--- config.mk ---
export PLATFORM = sky130hd
export DESIGN_NAME = hue_offset_to_rgb_core_flat
export DESIGN_NICKNAME = d
export VERILOG_FILES = /design/src/sv/hotr_pkg.sv /design/src/sv/hotr_if.sv /design/src/sv/hotr_front.sv /design/src/sv/hotr_queue.sv /design/src/sv/hotr_back.sv /design/src/sv/hue_offset_to_rgb_core.sv /design/src/flat_wrapper.sv
export SDC_FILE = /design/constraint.sdc
export NUM_CORES = 1
export LEC_CHECK = 0
export ABC_AREA = 1
export BUFFER_PORTS_ARGS = -buffer_cell sky130_fd_sc_hd__buf_4
export CAP_MARGIN = 20
export CORE_ASPECT_RATIO = 1.75
export CORE_MARGIN = 5
export CORE_UTILIZATION = 32
export CTS_CLUSTER_SIZE = 25
export DETAILED_ROUTE_END_ITERATION = 6
export GPL_TIMING_DRIVEN = 0
export PLACE_DENSITY_LB_ADDON = 0.1
export SYNTH_ARGS = -nofsm -noshare
export SYNTH_HDL_FRONTEND = slang
export SYNTH_SLANG_ARGS = --single-unit
--- constraint.sdc ---
create_clock -name clk_i -period 10.8 [get_ports clk_i]
set_input_delay 2.7 -clock clk_i [delete_from_list [all_inputs] [get_ports clk_i]]
set_output_delay 2.7 -clock clk_i [all_outputs]
set_load 0.005 [all_outputs]
--- src/sv/hotr_pkg.sv ---
package hotr_pkg;

  localparam int HUE_FRAC_BITS = 6;
  localparam int HUE_W = 15;
  localparam int SAT_W = 7;
  localparam int CH_W = 8;

  localparam int SECTOR_UNITS = 60 << HUE_FRAC_BITS;
  localparam int TURN_UNITS = 6 * SECTOR_UNITS;
  localparam int PCT_FULL = 100;
  localparam int CH_MAX = (1 << CH_W) - 1;

  localparam int HUE_SUM_W = HUE_W + 1;
  localparam int TURN_W = $clog2(TURN_UNITS);
  localparam int SECTOR_W = $clog2(SECTOR_UNITS + 1);
  localparam int NUM_W = $clog2(PCT_FULL * SECTOR_UNITS + 1);

  // The channel denominator PCT_FULL * SECTOR_UNITS equals 375 << DEN_SHIFT.
  localparam int DEN_SHIFT = 4 + HUE_FRAC_BITS;
  localparam int DEN_ODD = 375;
  localparam int WIDE_W = NUM_W + CH_W;
  localparam int SCALED_W = $clog2(CH_MAX * DEN_ODD + 1);
  localparam int RECIP_SHIFT = 25;
  localparam int RECIP = ((1 << RECIP_SHIFT) + DEN_ODD - 1) / DEN_ODD;
  localparam int RECIP_W = $clog2(RECIP + 1);
  localparam int PROD_W = SCALED_W + RECIP_W;

  localparam int QUEUE_DEPTH = 4;
  localparam int QUEUE_PTR_W = $clog2(QUEUE_DEPTH);

  typedef enum logic [2:0] {
    SECT_R_Y = 3'd0,
    SECT_Y_G = 3'd1,
    SECT_G_C = 3'd2,
    SECT_C_B = 3'd3,
    SECT_B_M = 3'd4,
    SECT_M_R = 3'd5
  } sector_e;

  typedef struct packed {
    sector_e             sector;
    logic [SECTOR_W-1:0] frac;
    logic [SAT_W-1:0]    sat;
  } item_t;

endpackage

--- src/sv/hotr_if.sv ---
interface hotr_in_if;
  logic                         valid;
  logic                         ready;
  logic [hotr_pkg::HUE_W-1:0]   base_hue;
  logic [hotr_pkg::HUE_W-1:0]   hue_offset;
  logic [hotr_pkg::SAT_W-1:0]   saturation_pct;

  modport source (output valid, base_hue, hue_offset, saturation_pct, input ready);
  modport sink (input valid, base_hue, hue_offset, saturation_pct, output ready);
endinterface

interface hotr_out_if;
  logic                        valid;
  logic                        ready;
  logic [hotr_pkg::CH_W-1:0]   red;
  logic [hotr_pkg::CH_W-1:0]   green;
  logic [hotr_pkg::CH_W-1:0]   blue;

  modport source (output valid, red, green, blue, input ready);
  modport sink (input valid, red, green, blue, output ready);
endinterface

--- src/sv/hotr_front.sv ---
module hotr_front (
  input  logic            clk_i,
  input  logic            rst_ni,
  hotr_in_if.sink         in_i,
  output logic            push_valid_o,
  input  logic            push_ready_i,
  output hotr_pkg::item_t push_item_o
);
  import hotr_pkg::*;

  logic                 s1_valid_q, s2_valid_q;
  logic [TURN_W-1:0]    s1_hue_q;
  logic [SAT_W-1:0]     s1_sat_q;
  item_t                s2_item_q;
  logic                 en1, en2;
  logic [HUE_SUM_W-1:0] sum;
  logic [HUE_SUM_W-1:0] wrapped;
  logic [SAT_W-1:0]     sat_clamped;
  logic [2:0]           sector;
  logic [TURN_W-1:0]    rem;
  logic [SECTOR_W-1:0]  frac;

  assign en2 = !s2_valid_q || push_ready_i;
  assign en1 = !s1_valid_q || en2;
  assign in_i.ready = en1;

  always_comb begin
    sum = HUE_SUM_W'(in_i.base_hue) + HUE_SUM_W'(in_i.hue_offset);
    if (sum >= HUE_SUM_W'(2 * TURN_UNITS)) begin
      wrapped = sum - HUE_SUM_W'(2 * TURN_UNITS);
    end else if (sum >= HUE_SUM_W'(TURN_UNITS)) begin
      wrapped = sum - HUE_SUM_W'(TURN_UNITS);
    end else begin
      wrapped = sum;
    end
    if (in_i.saturation_pct > SAT_W'(PCT_FULL)) begin
      sat_clamped = SAT_W'(PCT_FULL);
    end else begin
      sat_clamped = in_i.saturation_pct;
    end
  end

  always_comb begin
    sector = 3'd0;
    for (int k = 1; k < 6; k++) begin
      if (s1_hue_q >= TURN_W'(k * SECTOR_UNITS)) begin
        sector = 3'(k);
      end
    end
    rem = s1_hue_q - TURN_W'(int'(sector) * SECTOR_UNITS);
    if (sector[0]) begin
      frac = SECTOR_W'(SECTOR_UNITS) - rem[SECTOR_W-1:0];
    end else begin
      frac = rem[SECTOR_W-1:0];
    end
  end

  always_ff @(posedge clk_i or negedge rst_ni) begin
    if (!rst_ni) begin
      s1_valid_q <= 1'b0;
      s2_valid_q <= 1'b0;
    end else begin
      if (en1) begin
        s1_valid_q <= in_i.valid;
      end
      if (en2) begin
        s2_valid_q <= s1_valid_q;
      end
    end
  end

  always_ff @(posedge clk_i) begin
    if (en1) begin
      s1_hue_q <= wrapped[TURN_W-1:0];
      s1_sat_q <= sat_clamped;
    end
    if (en2) begin
      s2_item_q.sector <= sector_e'(sector);
      s2_item_q.frac   <= frac;
      s2_item_q.sat    <= s1_sat_q;
    end
  end

  assign push_valid_o = s2_valid_q;
  assign push_item_o  = s2_item_q;

endmodule

--- src/sv/hotr_queue.sv ---
module hotr_queue (
  input  logic            clk_i,
  input  logic            rst_ni,
  input  logic            push_valid_i,
  output logic            push_ready_o,
  input  hotr_pkg::item_t push_item_i,
  output logic            pop_valid_o,
  input  logic            pop_ready_i,
  output hotr_pkg::item_t pop_item_o
);
  import hotr_pkg::*;

  item_t                  mem_q [QUEUE_DEPTH];
  logic [QUEUE_PTR_W-1:0] wr_ptr_q, rd_ptr_q;
  logic [QUEUE_PTR_W:0]   count_q;
  logic                   push, pop;

  assign push_ready_o = count_q != (QUEUE_PTR_W + 1)'(QUEUE_DEPTH);
  assign pop_valid_o  = count_q != '0;
  assign push = push_valid_i && push_ready_o;
  assign pop  = pop_valid_o && pop_ready_i;
  assign pop_item_o = mem_q[rd_ptr_q];

  always_ff @(posedge clk_i or negedge rst_ni) begin
    if (!rst_ni) begin
      wr_ptr_q <= '0;
      rd_ptr_q <= '0;
      count_q  <= '0;
    end else begin
      if (push) begin
        wr_ptr_q <= wr_ptr_q + 1'b1;
      end
      if (pop) begin
        rd_ptr_q <= rd_ptr_q + 1'b1;
      end
      if (push && !pop) begin
        count_q <= count_q + 1'b1;
      end else if (pop && !push) begin
        count_q <= count_q - 1'b1;
      end
    end
  end

  always_ff @(posedge clk_i) begin
    if (push) begin
      mem_q[wr_ptr_q] <= push_item_i;
    end
  end

endmodule

--- src/sv/hotr_back.sv ---
module hotr_back (
  input  logic            clk_i,
  input  logic            rst_ni,
  input  logic            pop_valid_i,
  output logic            pop_ready_o,
  input  hotr_pkg::item_t pop_item_i,
  hotr_out_if.source      out_o
);
  import hotr_pkg::*;

  logic                en1, en2, en3;
  logic                v1_q, v2_q, v3_q;
  sector_e             sect1_q, sect2_q;
  logic [NUM_W-1:0]    mid_q, low_q;
  logic [PROD_W-1:0]   prod_mid_q, prod_low_q;
  logic [CH_W-1:0]     red_q, green_q, blue_q;
  logic [NUM_W-1:0]    low_num, mid_num;
  logic [WIDE_W-1:0]   wide_mid, wide_low;
  logic [SCALED_W-1:0] y_mid, y_low;
  logic [CH_W-1:0]     ch_mid, ch_low, ch_full;
  logic [CH_W-1:0]     red_d, green_d, blue_d;

  assign en3 = !v3_q || out_o.ready;
  assign en2 = !v2_q || en3;
  assign en1 = !v1_q || en2;
  assign pop_ready_o = en1;

  always_comb begin
    low_num = NUM_W'(SAT_W'(PCT_FULL) - pop_item_i.sat) * NUM_W'(SECTOR_UNITS);
    mid_num = NUM_W'(pop_item_i.sat) * NUM_W'(pop_item_i.frac) + low_num;
  end

  // Scale by 255, drop the power-of-two part of the denominator, then divide
  // by the odd part with an exact reciprocal multiply.
  always_comb begin
    wide_mid = {mid_q, CH_W'(0)} - WIDE_W'(mid_q);
    wide_low = {low_q, CH_W'(0)} - WIDE_W'(low_q);
    y_mid = wide_mid[DEN_SHIFT +: SCALED_W];
    y_low = wide_low[DEN_SHIFT +: SCALED_W];
  end

  always_comb begin
    ch_mid  = prod_mid_q[RECIP_SHIFT +: CH_W];
    ch_low  = prod_low_q[RECIP_SHIFT +: CH_W];
    ch_full = CH_W'(CH_MAX);
    unique case (sect2_q)
      SECT_R_Y: begin red_d = ch_full; green_d = ch_mid;  blue_d = ch_low;  end
      SECT_Y_G: begin red_d = ch_mid;  green_d = ch_full; blue_d = ch_low;  end
      SECT_G_C: begin red_d = ch_low;  green_d = ch_full; blue_d = ch_mid;  end
      SECT_C_B: begin red_d = ch_low;  green_d = ch_mid;  blue_d = ch_full; end
      SECT_B_M: begin red_d = ch_mid;  green_d = ch_low;  blue_d = ch_full; end
      default:  begin red_d = ch_full; green_d = ch_low;  blue_d = ch_mid;  end
    endcase
  end

  always_ff @(posedge clk_i or negedge rst_ni) begin
    if (!rst_ni) begin
      v1_q <= 1'b0;
      v2_q <= 1'b0;
      v3_q <= 1'b0;
    end else begin
      if (en1) begin
        v1_q <= pop_valid_i;
      end
      if (en2) begin
        v2_q <= v1_q;
      end
      if (en3) begin
        v3_q <= v2_q;
      end
    end
  end

  always_ff @(posedge clk_i) begin
    if (en1) begin
      sect1_q <= pop_item_i.sector;
      mid_q   <= mid_num;
      low_q   <= low_num;
    end
    if (en2) begin
      sect2_q    <= sect1_q;
      prod_mid_q <= PROD_W'(y_mid) * PROD_W'(RECIP);
      prod_low_q <= PROD_W'(y_low) * PROD_W'(RECIP);
    end
    if (en3) begin
      red_q   <= red_d;
      green_q <= green_d;
      blue_q  <= blue_d;
    end
  end

  assign out_o.valid = v3_q;
  assign out_o.red   = red_q;
  assign out_o.green = green_q;
  assign out_o.blue  = blue_q;

endmodule

--- src/sv/hue_offset_to_rgb_core.sv ---
// Converts a base hue plus a hue offset (1/64-degree units, wrapped modulo one
// full turn) and a saturation percentage (values above 100 act as 100) into
// an 8-bit RGB color at full brightness, each channel exactly
// floor(255 * fraction). The block takes one transaction per clock while
// nothing stalls and gives one result transaction for each, in order. A
// result passes through two front stages (hue wrap, then sector split), the
// four-entry queue, and three back stages (chroma mix, reciprocal multiply,
// channel select). The queue lets the front keep accepting while the output
// side is stalled, until the queue is full.
module hue_offset_to_rgb_core (
  input  logic       clk_i,
  input  logic       rst_ni,
  hotr_in_if.sink    in_i,
  hotr_out_if.source out_o
);
  import hotr_pkg::*;

  logic  push_valid, push_ready, pop_valid, pop_ready;
  item_t push_item, pop_item;

  hotr_front u_front (
    .clk_i        (clk_i),
    .rst_ni       (rst_ni),
    .in_i         (in_i),
    .push_valid_o (push_valid),
    .push_ready_i (push_ready),
    .push_item_o  (push_item)
  );

  hotr_queue u_queue (
    .clk_i        (clk_i),
    .rst_ni       (rst_ni),
    .push_valid_i (push_valid),
    .push_ready_o (push_ready),
    .push_item_i  (push_item),
    .pop_valid_o  (pop_valid),
    .pop_ready_i  (pop_ready),
    .pop_item_o   (pop_item)
  );

  hotr_back u_back (
    .clk_i       (clk_i),
    .rst_ni      (rst_ni),
    .pop_valid_i (pop_valid),
    .pop_ready_o (pop_ready),
    .pop_item_i  (pop_item),
    .out_o       (out_o)
  );

endmodule
--- src/flat_wrapper.sv ---
// flat-port wrapper written by rule: the top's interface ports become plain ports
module hue_offset_to_rgb_core_flat import hotr_pkg::*;
  (clk_i, rst_ni, in_i_valid, in_i_base_hue, in_i_hue_offset, in_i_saturation_pct, in_i_ready, out_o_valid, out_o_red, out_o_green, out_o_blue, out_o_ready);
  hotr_in_if in_i_i ();
  hotr_out_if out_o_i ();
  input  logic clk_i;
  input  logic rst_ni;
  input wire logic [$bits(in_i_i.valid)-1:0] in_i_valid;
  input wire logic [$bits(in_i_i.base_hue)-1:0] in_i_base_hue;
  input wire logic [$bits(in_i_i.hue_offset)-1:0] in_i_hue_offset;
  input wire logic [$bits(in_i_i.saturation_pct)-1:0] in_i_saturation_pct;
  output wire logic [$bits(in_i_i.ready)-1:0] in_i_ready;
  output wire logic [$bits(out_o_i.valid)-1:0] out_o_valid;
  output wire logic [$bits(out_o_i.red)-1:0] out_o_red;
  output wire logic [$bits(out_o_i.green)-1:0] out_o_green;
  output wire logic [$bits(out_o_i.blue)-1:0] out_o_blue;
  input wire logic [$bits(out_o_i.ready)-1:0] out_o_ready;
  assign in_i_i.valid = in_i_valid;
  assign in_i_i.base_hue = in_i_base_hue;
  assign in_i_i.hue_offset = in_i_hue_offset;
  assign in_i_i.saturation_pct = in_i_saturation_pct;
  assign in_i_ready = in_i_i.ready;
  assign out_o_valid = out_o_i.valid;
  assign out_o_red = out_o_i.red;
  assign out_o_green = out_o_i.green;
  assign out_o_blue = out_o_i.blue;
  assign out_o_i.ready = out_o_ready;
  hue_offset_to_rgb_core u_core (.clk_i(clk_i), .rst_ni(rst_ni), .in_i(in_i_i), .out_o(out_o_i));
endmodule
# Yosys cells after proc, flatten, opt, wreduce, memory -nomap -nowiden

Memory sizes are Yosys's and may differ from the RTL's.
Cells that the tools add are included.
W data, S select, Z words.

Add/subtract/negate cells: 13
Reductions and logical operators: 25
Order comparisons: 8
Multipliers: 5
Muxes and demuxes: 15
Equal/unequal tests: 5

Operators with widths:

| kind                     | count |
|---|---|
| $mul A17 B17 Y33 const B | 2 |
| $sub A27 B19 Y27         | 2 |
| $pmux W8 S2              | 3 |
| $ge A15 B14 Y1 const B   | 2 |
| $mux W15                 | 2 |
| $add A19 B19 Y19         | 1 |
| $mul A19 B4 Y11 const B  | 1 |
| $mul A7 B12 Y19          | 1 |
| $mux W3                  | 6 |
| $add A15 B15 Y16         | 1 |
| $ge A16 B15 Y1 const B   | 1 |
| $ge A16 B16 Y1 const B   | 1 |
| $ge A15 B12 Y1 const B   | 1 |
| $ge A15 B13 Y1 const B   | 1 |
| $ge A15 B15 Y1 const B   | 1 |
| $sub A15 B14 Y15 const B | 1 |
| $sub A15 B15 Y15 const B | 1 |
| $mux W12                 | 1 |
| $reduce_or A2 Y1         | 6 |
| $sub A12 B12 Y12         | 1 |
| $sub A12 B12 Y12 const A | 1 |
| $sub A7 B7 Y8 const A    | 1 |
| $gt A7 B7 Y1 const B     | 1 |
| $logic_not A1 Y1         | 7 |
| other kinds (14)         | 25 |

Output and inout bits: 26
Logic and storage cells: 94
Input bits: 41
Memory bits (writable): 88
Memories: 1
Flip-flop bits (word level): 182

Memory list:

| name                 | depth | width | rd ports | clocked after Yosys merged registers in | wr ports | line             | RTL |
|---|---|---|---|---|---|---|---|
| u_core.u_queue.mem_q | 4     | 22    | 1        | 0                                       | 1        | hotr_queue.sv:13 | `item_t mem_q [QUEUE_DEPTH];` |

# Depth between registers and ports, before layout

Depth in word-level cells: 10
Mapped depth: 34
Gate-level depth less buffers: 34

# Modules after synthesis

A second synthesis with hierarchy kept.

Cell total of the unflattened synthesis: 3065
Area, all modules: 26698.1 µm²

By module, submodules not included:

| module     | area each (µm²) | sequential area each (µm²) | times used | cells an instance |
|---|---|---|---|---|
| hotr_back  | 19222.2         | 2357.3                     | 1          | 2304 |
| hotr_queue | 3967.6          | 2817.7                     | 1          | 315 |
| hotr_front | 3508.4          | 1371.3                     | 1          | 446 |

# Worst setup path after synthesis

Ideal clock, no wire load.

Kind: register -> register
From: reg u_core.u_queue.rd_ptr_q[0]
To: reg u_core.u_back.mid_q[17] (data pin)
Required time: 10.542 ns
Arrival: 6.279 ns
Setup time: 0.258 ns
Period minus slack after synthesis: 6.537 ns
Setup slack: 4.263 ns
Stages on the path, launching flop included: 34
Buffers on the path: 3
Cells stage by stage: dfrtp_1 -> buf_4 -> inv_4 -> buf_2 -> nand2_1 -> a32oi_1 -> inv_1 -> clkbuf_1 -> ha_1 -> a21oi_1 -> or2_0 -> nand2_1 -> inv_1 -> fa_1 -> fa_1 -> ha_1 -> inv_1 -> o21bai_1 -> xnor2_1 -> inv_1 -> ha_1 -> inv_1 -> fa_1 -> inv_1 -> fa_1 -> ha_1 -> nand2_1 -> nor2_1 -> nand3_1 -> o2111ai_1 -> a21oi_1 -> nor2_1 -> nor2_1 -> xnor2_1

Longest elaborated chain between the ends: 4
Elaborated cells on any way between the ends: 5
Classes of those cells: add/sub (2); mul (2); memory (1)

Ends and longest elaborated chain:

| what                          | line             | RTL |
|---|---|---|
| from (decl)                   | hotr_queue.sv:14 | `logic [QUEUE_PTR_W-1:0] wr_ptr_q, rd_ptr_q;` |
| from (signal assigned)        | hotr_queue.sv:34 | `rd_ptr_q <= rd_ptr_q + 1'b1;` |
| $mem_v2 Z4 W22                | --               |  |
| $sub A7 B7 Y8                 | hotr_back.sv:29  | `low_num = NUM_W'(SAT_W'(PCT_FULL) - pop_item_i.sat) * NUM_W'(SECTOR_UNITS);` |
| $mul A19 B4 Y11               | hotr_back.sv:29  |  |
| net u_core.u_back.low_num[14] | hotr_back.sv:17  | `logic [NUM_W-1:0] low_num, mid_num;` |
| $add A19 B19 Y19              | hotr_back.sv:30  | `mid_num = NUM_W'(pop_item_i.sat) * NUM_W'(pop_item_i.frac) + low_num;` |
| net u_core.u_back.mid_num[17] | hotr_back.sv:17  |  |
| to (signal assigned)          | hotr_back.sv:77  | `mid_q <= mid_num;` |
| to (decl)                     | hotr_back.sv:14  | `logic [NUM_W-1:0] mid_q, low_q;` |

The timed path passes the listed nets, and every way through them passes these cells.
A chain may end at the register's enable or synchronous reset.

# Final worst setup path

Ends and elaborated chain as after synthesis.

==> metrics.md <==
| Metric | Value |
|---|---|
| Vias in the first global route | `between 20000 and 25000` |
| Hold_sp | `u_core.u_front.s1_sat_q[4]$_SDFFCE_PN0P_` |
| Async set-reset flop share out of synthesis | `between 5 and 6%` |
| Crit Reg-Reg Startpoint | `u_core.u_queue.rd_ptr_q[0]$_DFFE_PN0P_` |
| CP endpoint kind | `flip-flop` |
| Syn Area/Cell | `9.19 µm²` |
| RSZ-0062 raised after global routing | `false` |
| Cells after Synth | `2771` |
| Diodes inserted | `0` |
| Top sig layer | `met4` |
| Critical Path Start Type | `flip-flop` |
| Final Hold Fails | `0` |
| Fin crit share | `approximately 75%` |
| Crit path kind | `flip-flop to flip-flop` |
| R2r setup slk | `2.73 ns` |
| GRT Overall Usage | `15.7%` |
| Metal2 WL | `40.0 mm` |
| Synth Register Bits | `220` |
| Ports | `67` |
| Total core area | `0.0794 mm²` |
| RR Endpoint | `u_core.u_back.mid_q[17]$_DFFE_PN_` |
| Hold Path End | `u_core.u_front.push_item_o[4]$_DFFE_PP_` |
| Residual DRC | `0` |
| Crit path max-delay cell type | `a32oi_1` |
| Share of cells above drive strength 1 | `5.82%` |
| Synth Warn # | `0` |
| Die Area | `between 0.08 and 0.09 mm²` |
| Slew at the pin closest to its max-slew limit | `about 0.87 ns` |
| Synth cell types | `60` |
| Met1 WL | `roughly 22 mm` |
| Slew HR | `41.8%` |
| Postcts setup bufs | `0` |
| Initial Utilization | `between 30 and 40%` |
| CTS tree | `yes` |
| R2R depth | `33` |
| Final setup violation count | `0` |
| Setup_tns | `0 ns` |
| Post-Syn Nets | `3462` |
| Nets | `around 3600` |
| Hold_buf cts | `0` |
| Pin count of the biggest net entering global routing | `36` |
| Die Width | `223 µm` |
| First-pass GRT wire length | `106 mm` |
| DP Wirelength | `59.3 mm` |
| WL met3 | `1.24 mm` |
| CP Data Arrival Time | `8.36 ns` |
| Clock latency on the worst-skew pair | `about 0.55 ns` |
| CTS Buf Count | `25` |
| Number of synthesized flops with an enable pin | `208` |
| Chip height | `383 µm` |
| CTS root buf | `clkbuf_16` |
| DRT iter0 DRCs | `631` |
| Clk slew on worst S/H paths | `0.06 ns` |
| CTS sink cnt | `220` |
| CP max FO | `11` |
| CTS max path bufs | `3` |
| Setup Skew | `0.00930 ns` |
| Most common cell after layout, fill and taps aside | `inv_1` |
| Tmin final | `8.07 ns` |
| Hold crit path type | `flip-flop to flip-flop` |
| Pre-antenna DRT Iters | `6` |
| CTS H-tree lvls | `1` |
| Pins Over Slew Limit | `0` |
| Synthesized area | `0.0255 mm²` |
| Port bufs | `66` |
| Total Wirelength | `~67 mm` |
| Area grow syn2layout | `10.3%` |
| Post-DRT Antenna Nets | `0` |
| Most common flop cell mapped by yosys | `edfxtp_1` |
| Vias per cell | `4.62` |
| Post-CTS resize count | `0` |
| Hold Path Stages | `0` |
| DR WL/cell | `17.2 µm` |
| Initial antenna violation count | `0` |
| Most frequent cells in the layout | `inv_1 (690), nand2_1 (432), ha_1 (371)` |
| # Max-Cap Violations | `0` |
| # rows | `137` |
| GRT Residual Overflow | `0` |
| Critical Path RT | `11.09 ns` |
| Register area share after synthesis | `25.7%` |
| Vias post-DR | `approximately 18000` |
| FMAX | `0.124 GHz` |
| Status | `complete, no violations` |
| Most used cell along the critical path | `inv_1` |
| Gpl congestion | `0.914` |
| Max stage delay on crit path | `between 0.6 and 0.7 ns` |
==> worst max-delay path by stage <==
stage,startpoint,endpoint,slack (ns),depth (start not counted)
detailed placement,u_core.u_queue.rd_ptr_q[0]$_DFFE_PN0P_,u_core.u_back.mid_q[17]$_DFFE_PN_,2.60,33
finish,u_core.u_queue.rd_ptr_q[0]$_DFFE_PN0P_,u_core.u_back.mid_q[17]$_DFFE_PN_,2.73,33
floorplan,u_core.u_queue.rd_ptr_q[0]$_DFFE_PN0P_,u_core.u_back.mid_q[17]$_DFFE_PN_,4.26,33
global placement,u_core.u_queue.rd_ptr_q[0]$_DFFE_PN0P_,u_core.u_back.mid_q[17]$_DFFE_PN_,2.65,33
global route,u_core.u_queue.rd_ptr_q[0]$_DFFE_PN0P_,u_core.u_back.mid_q[17]$_DFFE_PN_,2.13,33
CTS,u_core.u_queue.rd_ptr_q[0]$_DFFE_PN0P_,u_core.u_back.mid_q[17]$_DFFE_PN_,2.60,33
==> flip-flops by register name (all words and copies together), names as in the netlist, 2 cells and up <==
signal                      flops
u_core.u_back.out_o.green       8
u_core.u_back.mid_q            19
u_core.u_back.prod_low_q        8
u_core.u_queue.count_q          3
u_core.u_front.s1_hue_q        15
u_core.u_queue.rd_ptr_q         2
u_core.u_back.low_q            11
u_core.u_back.prod_mid_q        8
u_core.u_back.out_o.blue        8
u_core.u_queue.wr_ptr_q         2
u_core.u_queue.mem_q           88
u_core.u_back.sect2_q           3
u_core.u_front.push_item_o     22
u_core.u_back.out_o.red         8
u_core.u_front.s1_sat_q         7
u_core.u_back.sect1_q           3
==> kinds of logic after synthesis <==
family	synth area share (%)
buf+inv	10.8
fa+ha+maj	40.1
flops	25.7
xor+xnor	3.49
compound gates	6.78
simple gates	13.1
==> cells in the mapped netlist, drive strengths merged, types with 17 or more instances <==
library cell  number  area (µm²)
inv              699        2630
nand2            445        1720
ha               371        4640
fa               279        5590
edfxtp           208        6250
nor2             205         788
a21oi            112         579
nand3             80         425
o21ai             65         329
xor2              65         592
xnor2             34         298
nand4             19         119
nor3              17        90.1
==> per-layer routing <==
metal | GRT usage (%) | vias to the layer above
li1 | - | 8948
met1 | 14.0 | 8791
met2 | 33.9 | 268
met3 | 1.15 | 147
met4 | 7.94 | 0
met5 | 0 | -
==> critical path, delay by kind of cell (launching register included) <==
family                   cells  cell delay [ns]
AND/OR/NAND/NOR              8             0.88
AO/OA/AOI/OAI                5             1.38
buffers and inverters       10             1.71
adder cells (fa/ha/maj)      8             3.16
XOR/XNOR                     2             0.28
flip-flops                   1             0.40
==> cell type report <==
type                       instances  area (µm²)
fill                            8119       51300
multi-input combinational       1826       16200
sequential                       220        6550
inverter                         699        2630
tap                             1042        1300
clock buffer                      32         652
timing repair buffer              70         551
buffer                            26         129
clock inverter                    14        88.8
==> per-stage QoR <==
stage	std cells	cell area (µm²)	setup slack, ns	util (%)	hold WS [ns]
final	3929	28100	2.73	35.4	0.418
after global routing	3929	28100	2.13	35.4	0.424
after CTS	3927	28100	2.60	35.4	0.421
after detailed placement	3881	27300	2.60	34.4	0.406
after global placement	3879	27300	2.65	34.4	0.401
after floorplan	2771	25500	4.26	-	0.400
Power is left out: the tool's default activity adds up to more than one toggle a clock period on the data nets, which glitch-free logic cannot reach.
